--- config.mk ---
export PLATFORM = sky130hd
export DESIGN_NAME = pid_table_and_tuning_status
export DESIGN_NICKNAME = d
export VERILOG_FILES = /design/src/rtl/core/ptts_pkg.sv /design/src/rtl/core/ptts_ctrl.sv /design/src/rtl/core/ptts_dpath.sv /design/src/rtl/core/pid_table_and_tuning_status.sv
export SDC_FILE = /design/constraint.sdc
export NUM_CORES = 1
export LEC_CHECK = 0
export CAP_MARGIN = 20
export CORE_ASPECT_RATIO = 0.9
export CORE_UTILIZATION = 25
export CTS_BUF_LIST = sky130_fd_sc_hd__clkbuf_8
export DETAILED_ROUTE_END_ITERATION = 12
export DONT_BUFFER_PORTS = 1
export PLACE_DENSITY = 0.4
export SLEW_MARGIN = 15
export SYNTH_ARGS = -nofsm -noshare
export SYNTH_HDL_FRONTEND = slang
export SYNTH_HIERARCHICAL = 1
export SYNTH_SLANG_ARGS = --single-unit
--- constraint.sdc ---
create_clock -name i_clk -period 9.3 [get_ports i_clk]
set_input_delay 2.325 -clock i_clk [delete_from_list [all_inputs] [get_ports i_clk]]
set_output_delay 2.325 -clock i_clk [all_outputs]
set_load 0.02 [all_outputs]
--- src/rtl/core/ptts_pkg.sv ---
// package for the pid table and tuning status block
// holds codes, parameter masks, controller/datapath structs and the completeness check
// no dependencies
package ptts_pkg;

    // action codes
    localparam logic [2:0] ACT_ADD    = 3'd0;
    localparam logic [2:0] ACT_DEL    = 3'd1;
    localparam logic [2:0] ACT_DELALL = 3'd2;
    localparam logic [2:0] ACT_SETTLE = 3'd3;
    localparam logic [2:0] ACT_SETPAR = 3'd4;
    localparam logic [2:0] ACT_LNBOFF = 3'd5;
    localparam logic [2:0] ACT_CLEAR  = 3'd6;
    localparam logic [2:0] ACT_READ   = 3'd7;

    // entry marks
    localparam logic [1:0] MK_VALID = 2'd0;
    localparam logic [1:0] MK_FREE  = 2'd1;
    localparam logic [1:0] MK_ADD   = 2'd2;
    localparam logic [1:0] MK_DEL   = 2'd3;

    // status codes
    localparam logic [1:0] ST_SETTLED    = 2'd0;
    localparam logic [1:0] ST_PIDCHG     = 2'd1;
    localparam logic [1:0] ST_CHANGED    = 2'd2;
    localparam logic [1:0] ST_INCOMPLETE = 2'd3;

    // frontend types
    localparam logic [1:0] FE_SAT   = 2'd0;
    localparam logic [1:0] FE_TERR  = 2'd1;
    localparam logic [1:0] FE_CABLE = 2'd2;

    // modulation system codes
    localparam logic [31:0] MS_S  = 32'd0;
    localparam logic [31:0] MS_S2 = 32'd1;
    localparam logic [31:0] MS_T  = 32'd2;
    localparam logic [31:0] MS_T2 = 32'd3;
    localparam logic [31:0] MS_C  = 32'd4;

    // parameter selectors with special handling
    localparam logic [3:0] SEL_POL    = 4'd1;
    localparam logic [3:0] SEL_MODSYS = 4'd3;

    // presence bits
    localparam logic [15:0] B_FREQ     = 16'h0001;
    localparam logic [15:0] B_POL      = 16'h0002;
    localparam logic [15:0] B_ROLLOFF  = 16'h0004;
    localparam logic [15:0] B_MODSYS   = 16'h0008;
    localparam logic [15:0] B_MODTYPE  = 16'h0010;
    localparam logic [15:0] B_PILOTS   = 16'h0020;
    localparam logic [15:0] B_SYMRATE  = 16'h0040;
    localparam logic [15:0] B_FEC      = 16'h0080;
    localparam logic [15:0] B_POSITION = 16'h0100;
    localparam logic [15:0] B_GUARD    = 16'h0200;
    localparam logic [15:0] B_TMODE    = 16'h0400;
    localparam logic [15:0] B_BW       = 16'h0800;
    localparam logic [15:0] B_PLP      = 16'h2000;

    localparam logic [15:0] NEED_S  = B_FREQ | B_POL | B_MODSYS | B_SYMRATE | B_FEC | B_POSITION;
    localparam logic [15:0] NEED_S2 = NEED_S | B_ROLLOFF | B_MODTYPE | B_PILOTS;
    localparam logic [15:0] NEED_T  = B_FREQ | B_MODSYS | B_MODTYPE | B_FEC | B_GUARD
                                    | B_TMODE | B_BW;
    localparam logic [15:0] NEED_T2 = NEED_T | B_PLP;
    localparam logic [15:0] NEED_C  = B_FREQ | B_MODSYS | B_MODTYPE | B_SYMRATE;

    // controller to datapath
    typedef struct packed {
        logic load;   // latch the input beat
        logic rd;     // issue a table read, advance address
        logic apply;  // final update of the item
        logic fin;    // pid status update
        logic emit;   // load the output register
    } t_cmd;

    // datapath to controller
    typedef struct packed {
        logic need_sweep;
        logic last;
    } t_stat;

    function automatic logic tune_ok(input logic [15:0] m, input logic [31:0] ms,
                                     input logic [1:0] ft);
        logic ok;
        ok = 1'b0;
        if ((m & B_MODSYS) != 16'h0) begin
            case (ft)
                FE_SAT: begin
                    ok = (ms == MS_S && (m & NEED_S) == NEED_S) ||
                         (ms == MS_S2 && (m & NEED_S2) == NEED_S2);
                end
                FE_TERR: begin
                    ok = (ms == MS_T && (m & NEED_T) == NEED_T) ||
                         (ms == MS_T2 && (m & NEED_T2) == NEED_T2);
                end
                FE_CABLE: begin
                    ok = (ms == MS_C && (m & NEED_C) == NEED_C);
                end
                default: begin
                    ok = 1'b0;
                end
            endcase
        end
        return ok;
    endfunction

endpackage

--- src/rtl/core/ptts_ctrl.sv ---
// controller state machine for the pid table block
// sequences load, table sweep, apply, status update and result beat
// depends on ptts_pkg
module ptts_ctrl import ptts_pkg::*; (
    input  logic  i_clk,
    input  logic  i_rst_n,
    input  logic  i_in_valid,
    output logic  o_in_stall,
    output logic  o_out_valid,
    input  logic  i_out_stall,
    input  t_stat i_stat,
    output t_cmd  o_cmd
);

    typedef enum logic [5:0] {
        S_IDLE  = 6'b000001,
        S_SCAN  = 6'b000010,
        S_DRAIN = 6'b000100,
        S_APPLY = 6'b001000,
        S_FIN   = 6'b010000,
        S_EMIT  = 6'b100000
    } t_state;

    t_state r_state, n_state;
    logic   r_init;
    logic   r_out_vld;
    logic   accept;
    logic   slot_free;

    assign accept    = i_in_valid && (r_state == S_IDLE);
    assign slot_free = !r_out_vld || !i_out_stall;

    always_comb begin
        n_state     = r_state;
        o_cmd       = '0;
        o_cmd.load  = accept;
        case (r_state)
            S_IDLE: begin
                if (accept) n_state = i_stat.need_sweep ? S_SCAN : S_APPLY;
            end
            S_SCAN: begin
                o_cmd.rd = 1'b1;
                if (i_stat.last) n_state = S_DRAIN;
            end
            S_DRAIN: begin
                n_state = S_APPLY;
            end
            S_APPLY: begin
                o_cmd.apply = 1'b1;
                n_state     = S_FIN;
            end
            S_FIN: begin
                o_cmd.fin = 1'b1;
                n_state   = r_init ? S_IDLE : S_EMIT;
            end
            S_EMIT: begin
                if (slot_free) begin
                    o_cmd.emit = 1'b1;
                    n_state    = S_IDLE;
                end
            end
            default: begin
                n_state = S_IDLE;
            end
        endcase
    end

    always_ff @(posedge i_clk) begin
        if (!i_rst_n) begin
            r_state   <= S_SCAN;
            r_init    <= 1'b1;
            r_out_vld <= 1'b0;
        end else begin
            r_state <= n_state;
            if (r_state == S_FIN) r_init <= 1'b0;
            if (o_cmd.emit) r_out_vld <= 1'b1;
            else if (!i_out_stall) r_out_vld <= 1'b0;
        end
    end

    assign o_in_stall  = (r_state != S_IDLE);
    assign o_out_valid = r_out_vld;

endmodule

--- src/rtl/core/ptts_dpath.sv ---
// datapath for the pid table block: entry memories, sweep logic, tuning registers
// and the result register
// depends on ptts_pkg
module ptts_dpath import ptts_pkg::*; #(
    parameter int TABLE_ENTRIES = 32
) (
    input  logic        i_clk,
    input  logic        i_rst_n,
    input  t_cmd        i_cmd,
    output t_stat       o_stat,
    input  logic [1:0]  i_frontend_type,
    input  logic [2:0]  i_action,
    input  logic [12:0] i_stream_pid,
    input  logic [3:0]  i_param_select,
    input  logic [31:0] i_param_word,
    input  logic [4:0]  i_entry_select,
    output logic [1:0]  o_status_code,
    output logic        o_failed,
    output logic [12:0] o_entry_pid_out,
    output logic [1:0]  o_entry_mark_out
);

    localparam int AW = (TABLE_ENTRIES > 1) ? $clog2(TABLE_ENTRIES) : 1;
    localparam int CW = $clog2(TABLE_ENTRIES + 1);
    localparam logic [AW-1:0] LAST_ADDR = AW'(TABLE_ENTRIES - 1);
    localparam logic [CW-1:0] ONE_CNT   = CW'(1);

    logic [12:0] pid_mem  [TABLE_ENTRIES];
    logic [1:0]  mark_mem [TABLE_ENTRIES];

    // latched beat
    logic [2:0]  r_act;
    logic [12:0] r_pid;
    logic [3:0]  r_sel;
    logic [31:0] r_word;
    logic [4:0]  r_esel;

    // sweep
    logic [AW-1:0] r_addr, r_raddr;
    logic          r_rvld;
    logic [12:0]   r_rd_pid;
    logic [1:0]    r_rd_mark;
    logic          r_hit, r_free;
    logic [AW-1:0] r_hit_idx, r_free_idx;
    logic [1:0]    r_hit_mark;
    logic          r_changed;
    logic [CW-1:0] r_acc;

    // block state
    logic [1:0]    r_status, n_status;
    logic [15:0]   r_mask, n_mask;
    logic          r_lnb, n_lnb;
    logic [CW-1:0] r_pend, n_pend;
    logic [31:0]   r_param [16];
    logic          r_pchg, n_pchg;
    logic          r_failed, n_failed;
    logic [12:0]   r_res_pid;
    logic [1:0]    r_res_mark;

    // result register
    logic [1:0]  r_out_status;
    logic        r_out_failed;
    logic [12:0] r_out_pid;
    logic [1:0]  r_out_mark;

    logic [31:0]   esel_ext;
    logic          esel_oor;
    logic          swe;
    logic [1:0]    swd;
    logic          awe, awpid;
    logic [AW-1:0] awa;
    logic [1:0]    awd;
    logic          we;
    logic [AW-1:0] wa;
    logic [1:0]    wd;
    logic [15:0]   sel_bit;
    logic [15:0]   set_mask;
    logic [31:0]   set_ms;
    logic          same_val;

    assign esel_ext = {27'd0, i_entry_select};
    assign esel_oor = {27'd0, r_esel} >= 32'(TABLE_ENTRIES);

    always_comb begin
        o_stat.need_sweep = 1'b1;
        if (i_action == ACT_SETTLE)
            o_stat.need_sweep = (r_status == ST_CHANGED) || (r_status == ST_PIDCHG);
        else if (i_action == ACT_SETPAR || i_action == ACT_LNBOFF)
            o_stat.need_sweep = 1'b0;
        o_stat.last = (r_act == ACT_READ) || (r_addr == LAST_ADDR);
    end

    // per-entry update while sweeping
    always_comb begin
        swe = 1'b0;
        swd = r_rd_mark;
        if (r_rvld) begin
            case (r_act)
                ACT_DELALL: begin
                    if (r_rd_mark == MK_VALID) begin
                        swe = 1'b1;
                        swd = MK_DEL;
                    end else if (r_rd_mark == MK_ADD) begin
                        swe = 1'b1;
                        swd = MK_FREE;
                    end
                end
                ACT_SETTLE: begin
                    if (r_rd_mark == MK_ADD) begin
                        swe = 1'b1;
                        swd = MK_VALID;
                    end else if (r_rd_mark == MK_DEL) begin
                        swe = 1'b1;
                        swd = MK_FREE;
                    end
                end
                ACT_CLEAR: begin
                    swe = 1'b1;
                    swd = MK_FREE;
                end
                default: begin
                    swe = 1'b0;
                end
            endcase
        end
    end

    // final update of one item
    assign sel_bit  = 16'(1) << r_sel;
    assign set_mask = r_mask | sel_bit;
    assign set_ms   = (r_sel == SEL_MODSYS) ? r_word : r_param[SEL_MODSYS];
    assign same_val = ((r_mask & sel_bit) != 16'h0) && (r_param[r_sel] == r_word);

    always_comb begin
        n_status = r_status;
        n_mask   = r_mask;
        n_lnb    = r_lnb;
        n_pend   = r_pend;
        n_pchg   = 1'b0;
        n_failed = 1'b0;
        awe      = 1'b0;
        awpid    = 1'b0;
        awa      = r_hit_idx;
        awd      = MK_VALID;
        case (r_act)
            ACT_ADD: begin
                if (r_hit) begin
                    if (r_hit_mark == MK_DEL) begin
                        awe    = 1'b1;
                        n_pend = r_pend - ONE_CNT;
                        n_pchg = 1'b1;
                    end
                end else if (r_free) begin
                    awe    = 1'b1;
                    awpid  = 1'b1;
                    awa    = r_free_idx;
                    awd    = MK_ADD;
                    n_pend = r_pend + ONE_CNT;
                    n_pchg = 1'b1;
                end else begin
                    n_failed = 1'b1;
                end
            end
            ACT_DEL: begin
                if (r_hit && r_hit_mark == MK_VALID) begin
                    awe    = 1'b1;
                    awd    = MK_DEL;
                    n_pend = r_pend + ONE_CNT;
                    n_pchg = 1'b1;
                end else if (r_hit && r_hit_mark == MK_ADD) begin
                    awe    = 1'b1;
                    awd    = MK_FREE;
                    n_pend = r_pend - ONE_CNT;
                    n_pchg = 1'b1;
                end
            end
            ACT_DELALL: begin
                n_pend = r_acc;
                n_pchg = r_changed;
            end
            ACT_SETTLE: begin
                if (r_status == ST_INCOMPLETE) begin
                    n_failed = 1'b1;
                end else if (r_status != ST_SETTLED) begin
                    n_pend   = '0;
                    n_status = ST_SETTLED;
                end
            end
            ACT_SETPAR: begin
                if (!same_val) begin
                    n_mask = set_mask;
                    if (r_sel != SEL_POL || r_lnb) begin
                        n_lnb    = (r_sel == SEL_POL) ? 1'b0 : r_lnb;
                        n_status = tune_ok(set_mask, set_ms, i_frontend_type)
                                 ? ST_CHANGED : ST_INCOMPLETE;
                    end
                end
            end
            ACT_LNBOFF: begin
                n_lnb    = 1'b1;
                n_mask   = r_mask & ~B_POL;
                n_status = ST_INCOMPLETE;
            end
            ACT_CLEAR: begin
                n_status = ST_INCOMPLETE;
                n_mask   = '0;
                n_lnb    = 1'b0;
                n_pend   = '0;
            end
            default: begin
                n_pend = r_pend;
            end
        endcase
    end

    assign we = swe || (i_cmd.apply && awe);
    assign wa = swe ? r_raddr : awa;
    assign wd = swe ? swd : awd;

    // table memories
    always_ff @(posedge i_clk) begin
        if (we) mark_mem[wa] <= wd;
        if (i_cmd.apply && awe && awpid) pid_mem[awa] <= r_pid;
        if (i_cmd.rd) begin
            r_rd_mark <= mark_mem[r_addr];
            r_rd_pid  <= pid_mem[r_addr];
        end
    end

    always_ff @(posedge i_clk) begin
        if (!i_rst_n) begin
            r_act    <= ACT_CLEAR;
            r_addr   <= '0;
            r_rvld   <= 1'b0;
            r_status <= ST_INCOMPLETE;
            r_mask   <= '0;
            r_lnb    <= 1'b0;
            r_pend   <= '0;
            r_pchg   <= 1'b0;
            r_failed <= 1'b0;
        end else begin
            r_rvld <= i_cmd.rd;
            if (i_cmd.load) begin
                r_act    <= i_action;
                r_addr   <= (i_action == ACT_READ) ? esel_ext[AW-1:0] : '0;
                r_failed <= 1'b0;
            end else if (i_cmd.rd) begin
                r_addr <= r_addr + AW'(1);
            end
            if (i_cmd.apply) begin
                r_status <= n_status;
                r_mask   <= n_mask;
                r_lnb    <= n_lnb;
                r_pend   <= n_pend;
                r_pchg   <= n_pchg;
                r_failed <= n_failed;
            end
            // pid status update after mark changes
            if (i_cmd.fin && r_pchg) begin
                if (r_status == ST_SETTLED && r_pend != '0) r_status <= ST_PIDCHG;
                else if (r_status == ST_PIDCHG && r_pend == '0) r_status <= ST_SETTLED;
            end
        end
    end

    always_ff @(posedge i_clk) begin
        r_raddr <= r_addr;
        if (i_cmd.load) begin
            r_pid      <= i_stream_pid;
            r_sel      <= i_param_select;
            r_word     <= i_param_word;
            r_esel     <= i_entry_select;
            r_hit      <= 1'b0;
            r_free     <= 1'b0;
            r_changed  <= 1'b0;
            r_acc      <= '0;
            r_res_pid  <= '0;
            r_res_mark <= MK_VALID;
        end else if (r_rvld) begin
            if (!r_hit && r_rd_mark != MK_FREE && r_rd_pid == r_pid) begin
                r_hit      <= 1'b1;
                r_hit_idx  <= r_raddr;
                r_hit_mark <= r_rd_mark;
            end
            if (!r_free && r_rd_mark == MK_FREE) begin
                r_free     <= 1'b1;
                r_free_idx <= r_raddr;
            end
            if (swe) r_changed <= 1'b1;
            if (r_rd_mark == MK_VALID || r_rd_mark == MK_DEL) r_acc <= r_acc + ONE_CNT;
            if (r_act == ACT_READ) begin
                r_res_pid  <= esel_oor ? 13'd0 : r_rd_pid;
                r_res_mark <= esel_oor ? MK_FREE : r_rd_mark;
            end
        end
        if (i_cmd.apply && r_act == ACT_SETPAR && !same_val) r_param[r_sel] <= r_word;
        if (i_cmd.emit) begin
            r_out_status <= r_status;
            r_out_failed <= r_failed;
            r_out_pid    <= r_res_pid;
            r_out_mark   <= r_res_mark;
        end
    end

    assign o_status_code    = r_out_status;
    assign o_failed         = r_out_failed;
    assign o_entry_pid_out  = r_out_pid;
    assign o_entry_mark_out = r_out_mark;

    // pending count stays within the table
    a_pend_range: assert property (@(posedge i_clk) disable iff (!i_rst_n)
        r_pend <= CW'(TABLE_ENTRIES))
        else $error("pending count beyond table size");

    // clear always leaves the status incomplete
    a_clear_status: assert property (@(posedge i_clk) disable iff (!i_rst_n)
        (i_cmd.apply && r_act == ACT_CLEAR) |=> (r_status == ST_INCOMPLETE))
        else $error("clear did not force incomplete");

    // failure comes only from add or settle
    a_failed_src: assert property (@(posedge i_clk) disable iff (!i_rst_n)
        r_failed |-> (r_act == ACT_ADD || r_act == ACT_SETTLE))
        else $error("failed set by wrong action");

endmodule

--- src/rtl/core/pid_table_and_tuning_status.sv ---
// top level of the pid table and tuning status block
// joins controller, datapath and the apb configuration register
// depends on ptts_pkg, ptts_ctrl, ptts_dpath
//
//  channel   direction  handshake                    payload
//  input     in         i_in_valid / o_in_stall      action, pid, param select/word, entry
//  result    out        o_out_valid / i_out_stall    status, failed, entry pid/mark, flags
//  config    in         psel/penable/pwrite/pready   frontend_type at byte address 0
//
//  add, delete, delete all, clear and a settle from pid or tuning changed sweep the table
//  with one mark/pid memory read per cycle; read entry reads only the selected entry, the
//  rest skip the sweep; after each result the block returns to idle and takes the next beat
//  after reset a clearing pass marks every entry free,
//  no beat is taken meanwhile
//  a stalled result beat holds in the output register; the next beat is taken meanwhile
//  and finishes up to the point of loading its result
module pid_table_and_tuning_status import ptts_pkg::*; #(
    parameter int TABLE_ENTRIES = 32
) (
    input  logic        i_clk,
    input  logic        i_rst_n,
    // input beat
    input  logic        i_in_valid,
    output logic        o_in_stall,
    input  logic [2:0]  i_action,
    input  logic [12:0] i_stream_pid,
    input  logic [3:0]  i_param_select,
    input  logic [31:0] i_param_word,
    input  logic [4:0]  i_entry_select,
    // result beat
    output logic        o_out_valid,
    input  logic        i_out_stall,
    output logic [1:0]  o_status_code,
    output logic        o_failed,
    output logic [12:0] o_entry_pid_out,
    output logic [1:0]  o_entry_mark_out,
    output logic        o_config_valid,
    output logic        o_tuning_needed,
    output logic        o_pid_update_needed,
    // configuration
    input  logic        psel,
    input  logic        penable,
    input  logic        pwrite,
    input  logic [2:0]  paddr,
    input  logic [31:0] pwdata,
    output logic [31:0] prdata,
    output logic        pready
);

    t_cmd       cmd;
    t_stat      stat;
    logic [1:0] r_frontend_type;

    // frontend type register, register 0 at byte address 0
    always_ff @(posedge i_clk) begin
        if (!i_rst_n) begin
            r_frontend_type <= 2'd3;
        end else if (psel && penable && pwrite && paddr[2] == 1'b0) begin
            r_frontend_type <= pwdata[1:0];
        end
    end

    assign pready = 1'b1;
    assign prdata = (paddr[2] == 1'b0) ? {30'd0, r_frontend_type} : 32'd0;

    ptts_ctrl u_ctrl (
        .i_clk       (i_clk),
        .i_rst_n     (i_rst_n),
        .i_in_valid  (i_in_valid),
        .o_in_stall  (o_in_stall),
        .o_out_valid (o_out_valid),
        .i_out_stall (i_out_stall),
        .i_stat      (stat),
        .o_cmd       (cmd)
    );

    ptts_dpath #(
        .TABLE_ENTRIES (TABLE_ENTRIES)
    ) u_dpath (
        .i_clk            (i_clk),
        .i_rst_n          (i_rst_n),
        .i_cmd            (cmd),
        .o_stat           (stat),
        .i_frontend_type  (r_frontend_type),
        .i_action         (i_action),
        .i_stream_pid     (i_stream_pid),
        .i_param_select   (i_param_select),
        .i_param_word     (i_param_word),
        .i_entry_select   (i_entry_select),
        .o_status_code    (o_status_code),
        .o_failed         (o_failed),
        .o_entry_pid_out  (o_entry_pid_out),
        .o_entry_mark_out (o_entry_mark_out)
    );

    // status flags decoded from the registered status
    assign o_config_valid      = (o_status_code != ST_INCOMPLETE);
    assign o_tuning_needed     = (o_status_code == ST_CHANGED);
    assign o_pid_update_needed = (o_status_code == ST_PIDCHG);

endmodule

==> metrics.txt, run 1 <==
final instance area 53900 um^2; grt total ovfl 0; non-filler cells, final 5353; slowest stage delay, CP 0.65 ns; Die Span Y 413 um; post_cts resized 0; post-synthesis adder-cell area fraction 0.372%; CTS buffer count 194; CP endpoint kind flop; CP top delay family buffers and inverters; setup_tns 0 ns; cell taking the most area after synthesis edfxtp_1; first-pass GRT wire length 182000 um; arrival time worst endpoint 6.40 ns; synthesized area 47000 um^2; cell count after synthesis 2545; multiplexer share of the synthesized area 14.9%; Least-Margin Pin Slew 1.09 ns; slowest stage cell, crit path dfxtp_4; Slew Viols, Final 0; Detailed Place HPWL 75600 um; DRC viols 0; clock-pin slew on the worst setup and hold paths 0.06 ns; post-synthesis sequential area ratio 72.7%; Commonest cells post-synth edfxtp_1 (1086), mux4_2 (235), nor2_1 (139); Avg Cell Area, Syn 18.5 um^2; Synth Warn # 6; Via density 4.53; Worst IR Drop VDD 138 uV; # hold bufs at CTS 0; Register-to-Register Path Depth 12; Port-buffer cells 0; final period utilization 63.1%; Compound-Gate Fraction of Synth Area 3.78%; vias after detailed routing 24240; XOR/XNOR Fraction of Synth Area 0.782%; Tot GR Track Use 13.4%; EDFF count, synth 1086; post-synth top area share 69.3%; vias in the first global route 25657; status complete, no violations; CTS sink count 1165; Post-Route WL 128000 um; dpl cell area 50200 um^2; initial DRC count 1809; Core Area 186000 um^2; die area 190000 um^2; combinational family with the most area after synthesis multiplexers; MaxCap Viol Count 0; initial antenna violation count 15; worst hold-check slack 0.432 ns; Layout area overhead 14.7%; row cnt 150; synthesis-stage register bit count 1165; Simple-Gate Fraction of Synth Area 5.29%; remaining antenna violation count 0; largest net degree at the start of global routing 67; WP buf/inv 3; router iterations before antenna repair 5; Placed Cells 4990; ys async rst share 0%; Hold Path Stages 0; Levels on crit path 12; ys flop type edfxtp_1; RePlAce Congestion 0.764; top-count cell post-synth edfxtp_1; Post-layout nets 2801; WL per Instance 23.8 um; Initial Util 25.2%; worst path cell trace buf_4 > buf_4 > mux4_2 > and3_1 > a311o_1 > o211ai_1 > o2111ai_1 > a2111oi_2 > nand4_4 > nand3_4 > nor3_2 > buf_4; clk buf depth 3; critical path type reg2reg; layout cells sized above 1 24.3%; Max Fclk 170 MHz; critical path startpoint category flop; H-Tree Depth 4; worst-path fanout max 34; top cells by area, synth edfxtp_1 (69%), mux4_2 (11%), dfxtp_1 (3.4%), mux2i_1 (2.5%), mux2_2 (1.1%); CTS tree yes; PD cells 211 nW/um^2; postcts setup bufs 0; Top Ports 155; Top cell by count, worst path buf_4; clock root buffer clkbuf_8; skew final 0.0563 ns; Min Clock Period, post-route 5.87 ns; Setup-failing EPs final 0; Hold Vio Cnt, Final 0; clock latency at the later pin of the worst-skew pair 0.90 ns; Yosys cell types 85; Critical Path RT 9.83 ns; Worst slew margin 26.4%; P_leak 16.9 nW; Hold WC Path Type reg2reg; Die Span X 459 um; RSZ-0062 raised after global routing no
## stage by stage
step / power (mW) / worst slack (ns) / util [%]
floorplan: 6.84 / 4.19 / -
global placement: 7.18 / 3.37 / 26.9
detailed placement: 7.20 / 3.33 / 26.9
CTS: 11.6 / 3.28 / 28.9
global route: 11.9 / 3.03 / 28.9
finish: 11.4 / 3.43 / 28.9
## state kept, by name (all words and copies together) (netlist names), 3 cells and up, named ones only
register and count:
u_dpath/r_pid 13, u_dpath/r_sel 4, u_dpath/o_entry_pid_out 13, u_dpath/r_param 512
u_dpath/r_res_pid 13, u_dpath/r_pend 6, u_dpath/r_free_idx 5, u_dpath/r_addr 5
u_dpath/r_hit_idx 5, u_dpath/r_acc 6, u_dpath/r_raddr 5, u_ctrl/r_state 6
u_dpath/r_act 3, u_dpath/r_word 32, u_dpath/mark_mem 64, u_dpath/pid_mem 416
u_dpath/r_rd_pid 13, u_dpath/r_mask 16
## worst register-to-register path, delay by kind of cell (launching register included)
family	cells	cell delay [ns]
buf+inv	3	1.58
compound gates	4	1.31
flops	1	0.65
mux	1	0.61
simple gates	4	1.33
## layout by cell type, fill, tap and decap left out, types with 8 or more instances in the layout
cell | synthesis | final
nand4_1 | 21 | 21
nor4_1 | 22 | 19
nor2_1 | 139 | 106
clkinv_1 | 2 | 46
ha_1 | 14 | 14
a221oi_1 | 13 | 13
buf_4 | 51 | 63
a31oi_1 | 12 | 12
dfxtp_1 | 79 | 71
xor2_1 | 14 | 14
nand3_1 | 41 | 41
and2_1 | 10 | 10
nand2_1 | 107 | 107
a22oi_1 | 32 | 32
o21ai_2 | 8 | 8
o22ai_1 | 10 | 10
mux2_2 | 47 | 47
a21oi_1 | 65 | 65
clkbuf_8 | 0 | 200
nor2b_1 | 22 | 20
inv_1 | 25 | 89
o21ai_0 | 40 | 40
xnor2_1 | 28 | 28
conb_1 | 2 | 31
and3_1 | 14 | 14
mux2i_1 | 116 | 116
or3_1 | 11 | 11
nor2_2 | 0 | 26
mux4_2 | 235 | 235
nor3_1 | 22 | 18
nand2b_1 | 18 | 18
clkinv_2 | 0 | 22
buf_8 | 2 | 11
edfxtp_1 | 1086 | 1086
## layout make-up
| cell class | count | area [um^2] |
|---|---|---|
| sequential | 1165 | 34200 |
| antenna | 3 | 7.51 |
| inverter | 28 | 105 |
| multi-input combinational | 1222 | 12100 |
| clock inverter | 150 | 867 |
| tap | 2508 | 3140 |
| timing repair buffer | 77 | 704 |
| clock buffer | 200 | 2750 |
| fill | 18289 | 132000 |
## where the power goes
| part | total [mW] | switching (mW) | leakage [nW] | internal (mW) |
|---|---|---|---|---|
| Clock | 4.30 | 2.10 | 2.09 | 2.19 |
| Combinational | 1.12 | 0.572 | 4.36 | 0.546 |
| Sequential | 5.94 | 0.136 | 10.5 | 5.81 |
## routing by layer
metal	vias up	global-route usage, %	share of wire [%]
li1	10583	-	-
met1	12828	17.1	43
met2	613	22.6	50
met3	214	2.75	4.6
met4	2	4.15	2.4
met5	-	0	0.010
## cell families after synthesis
family          count (synthesis)
fa+ha+maj                      14
compound gates                257
other cells                     2
xor+xnor                       42
buf+inv                       187
simple gates                  479
flops                        1165
mux                           399
## path summary, 6_finish.rpt
check | from | end | slack, ns
setup reg to reg | flop | u_dpath/r_param[13][13] | 3.43
hold reg to reg | u_dpath/r_res_pid[2] | u_dpath/o_entry_pid_out[2] | 0.43
hold / removal | u_dpath/r_res_pid[2] | u_dpath/o_entry_pid_out[2] | 0.43
setup / recovery | flop | u_dpath/r_param[13][13] | 3.43
Power figures use the tool's default switching activity.
==> inputs of run 2 (changes only) <==
Clock period 9.3 ns to 5.9 ns, I/O delays scaled along.
==> run 2 against run 1 <==
Against the previous run: die area did not move; routed wire length decreased by 0.45%; non-clock buffer count is 28 higher; sequential cell count unchanged; first-iteration DRC count increased by 9.1%; hold slack got worse by 0.0023 ns; combinational power is 49% higher; global-route usage down 0.066 points; fmax rose by 13%; count of clock-buffer cells in the layout decreased by 8; critical path depth is the same; register-to-register slack got worse by 2.7 ns.
==> metrics.txt, run 2 (same netlist as run 1, synthesis figures left out) <==
status complete, no violations; total power 17.7 mW; largest net degree at the start of global routing 69; critical path startpoint category flop; arrival time worst endpoint 5.72 ns; Critical Path RT 6.42 ns; skew final 0.0411 ns; clock-pin slew on the worst setup and hold paths 0.06 ns; post_cts resized 0; PD cells 327 nW/um^2; P_leak 17.1 nW; Setup-failing EPs final 0; RePlAce Congestion 0.755; smallest setup slack after layout 0.691 ns; setup_tns 0 ns; Detailed Place HPWL 76200 um; pre-CTS worst setup slack 0.584 ns; most frequent cells in the layout edfxtp_1 (1086), mux4_2 (235), clkbuf_8 (192); Tot GR Track Use 13.3%; # hold bufs at CTS 0; H-Tree Depth 4; remaining antenna violation count 0; Worst IR Drop VDD 208 uV; Port-buffer cells 0; clock root buffer clkbuf_8; first-pass GRT wire length 182000 um; Min Clock Period, post-route 5.21 ns; Least-Margin Pin Slew 1.12 ns; critical path type reg2reg; worst hold-check slack 0.429 ns; Layout area overhead 15.2%; Hold WC Path Type reg2reg; Top Registers u_dpath/r_param (512), u_dpath/pid_mem (416), u_dpath/mark_mem (64); Hold Vio Cnt, Final 0; row cnt 150; CTS sink count 1165; grt total ovfl 0; RSZ-0062 raised after global routing no; Register-to-Register Path Depth 12; vias after detailed routing 24251; MaxCap Viol Count 0; initial DRC count 1974; CTS buffer count 191; clk buf depth 3; Slew Viols, Final 0; postcts setup bufs 0; Max Fclk 192 MHz; Die Span Y 413 um; Core Area 186000 um^2; vias in the first global route 25182; layout cells sized above 1 24.9%; CP endpoint kind flop; Post-Route WL 127000 um; die area 190000 um^2; most common cell after layout, fill and taps aside edfxtp_1; DRC viols 0; router iterations before antenna repair 5; Worst slew margin 25.4%; Via density 4.50; clock latency at the later pin of the worst-skew pair 0.88 ns; CTS tree yes; final period utilization 88.3%; Post-layout nets 2826; Largest register FFs 512; Initial Util 25.2%; Top Ports 155; Hold Path Stages 0; worst-path fanout max 33; WL per Instance 23.6 um; initial antenna violation count 13; Biggest register u_dpath/r_param; Fill cells 18351; Die Span X 459 um
-- run 2: changes by cell type in the layout (fill, tap and decap cells not counted), moves of 2 or more --
cell / change
buf_12: +13
buf_4: +12
buf_6: +3
bufinv_16: -2
clkbuf_8: -8
clkinv_1: +9
clkinv_2: +3
clkinv_8: -2
inv_8: +4
-- run 2: routing by layer --
layer / wire length [um] / track usage, % / share of wire (%) / vias to the layer above
met5: 0 / 0 / 0 / -
met4: 2330 / 3.75 / 1.8 / 0
met3: 5290 / 2.27 / 4.2 / 206
met2: 63500 / 22.6 / 50 / 575
met1: 55900 / 17.4 / 44 / 12828
li1: - / - / - / 10642
-- run 2: critical path: stages, from the launching register on --
cell and delay, ns:
dfxtp_4 0.84, buf_4 0.40, mux4_2 0.56, mux2i_1 0.15
mux2i_1 0.11, xnor2_1 0.31, o211ai_1 0.17, a2111oi_2 0.65
nand4_4 0.36, nand3_4 0.34, buf_4 0.40, nor4_4 0.08
buf_4 0.38
-- run 2: final cells by class --
type                       count  area, um^2  share of cell area (%)
tap                         2508        3140                    5.79
clock inverter               161         866                    1.60
sequential                  1165       34200                    63.1
antenna                        4        10.0                  0.0185
timing repair buffer         105        1080                    1.99
clock buffer                 192        2640                    4.88
inverter                      28         105                   0.194
multi-input combinational   1222       12100                    22.4
-- run 2: power by group --
group	internal (mW)	leakage, nW	switching (mW)
logic	0.872	4.54	0.801
registers	9.15	10.5	0.304
clock network	3.28	2.03	3.34
total	13.3	17.1	4.44
-- run 2: stage by stage --
step | cells | utilization (%) | area (um^2)
after floorplan | 2574 | - | 47100
after global placement | 5010 | 27.0 | 50400
after detailed placement | 5011 | 27.1 | 50400
after CTS | 5364 | 28.9 | 53900
after global routing | 5385 | 29.1 | 54200
final | 5385 | 29.1 | 54200
-- run 2: worst paths after layout --
path                         from                          to  slack [ns]
max                          flop       u_dpath/r_param[5][2]        0.69
min          u_dpath/r_res_pid[2]  u_dpath/o_entry_pid_out[2]        0.43
max reg2reg                  flop       u_dpath/r_param[5][2]        0.69
min reg2reg  u_dpath/r_res_pid[2]  u_dpath/o_entry_pid_out[2]        0.43
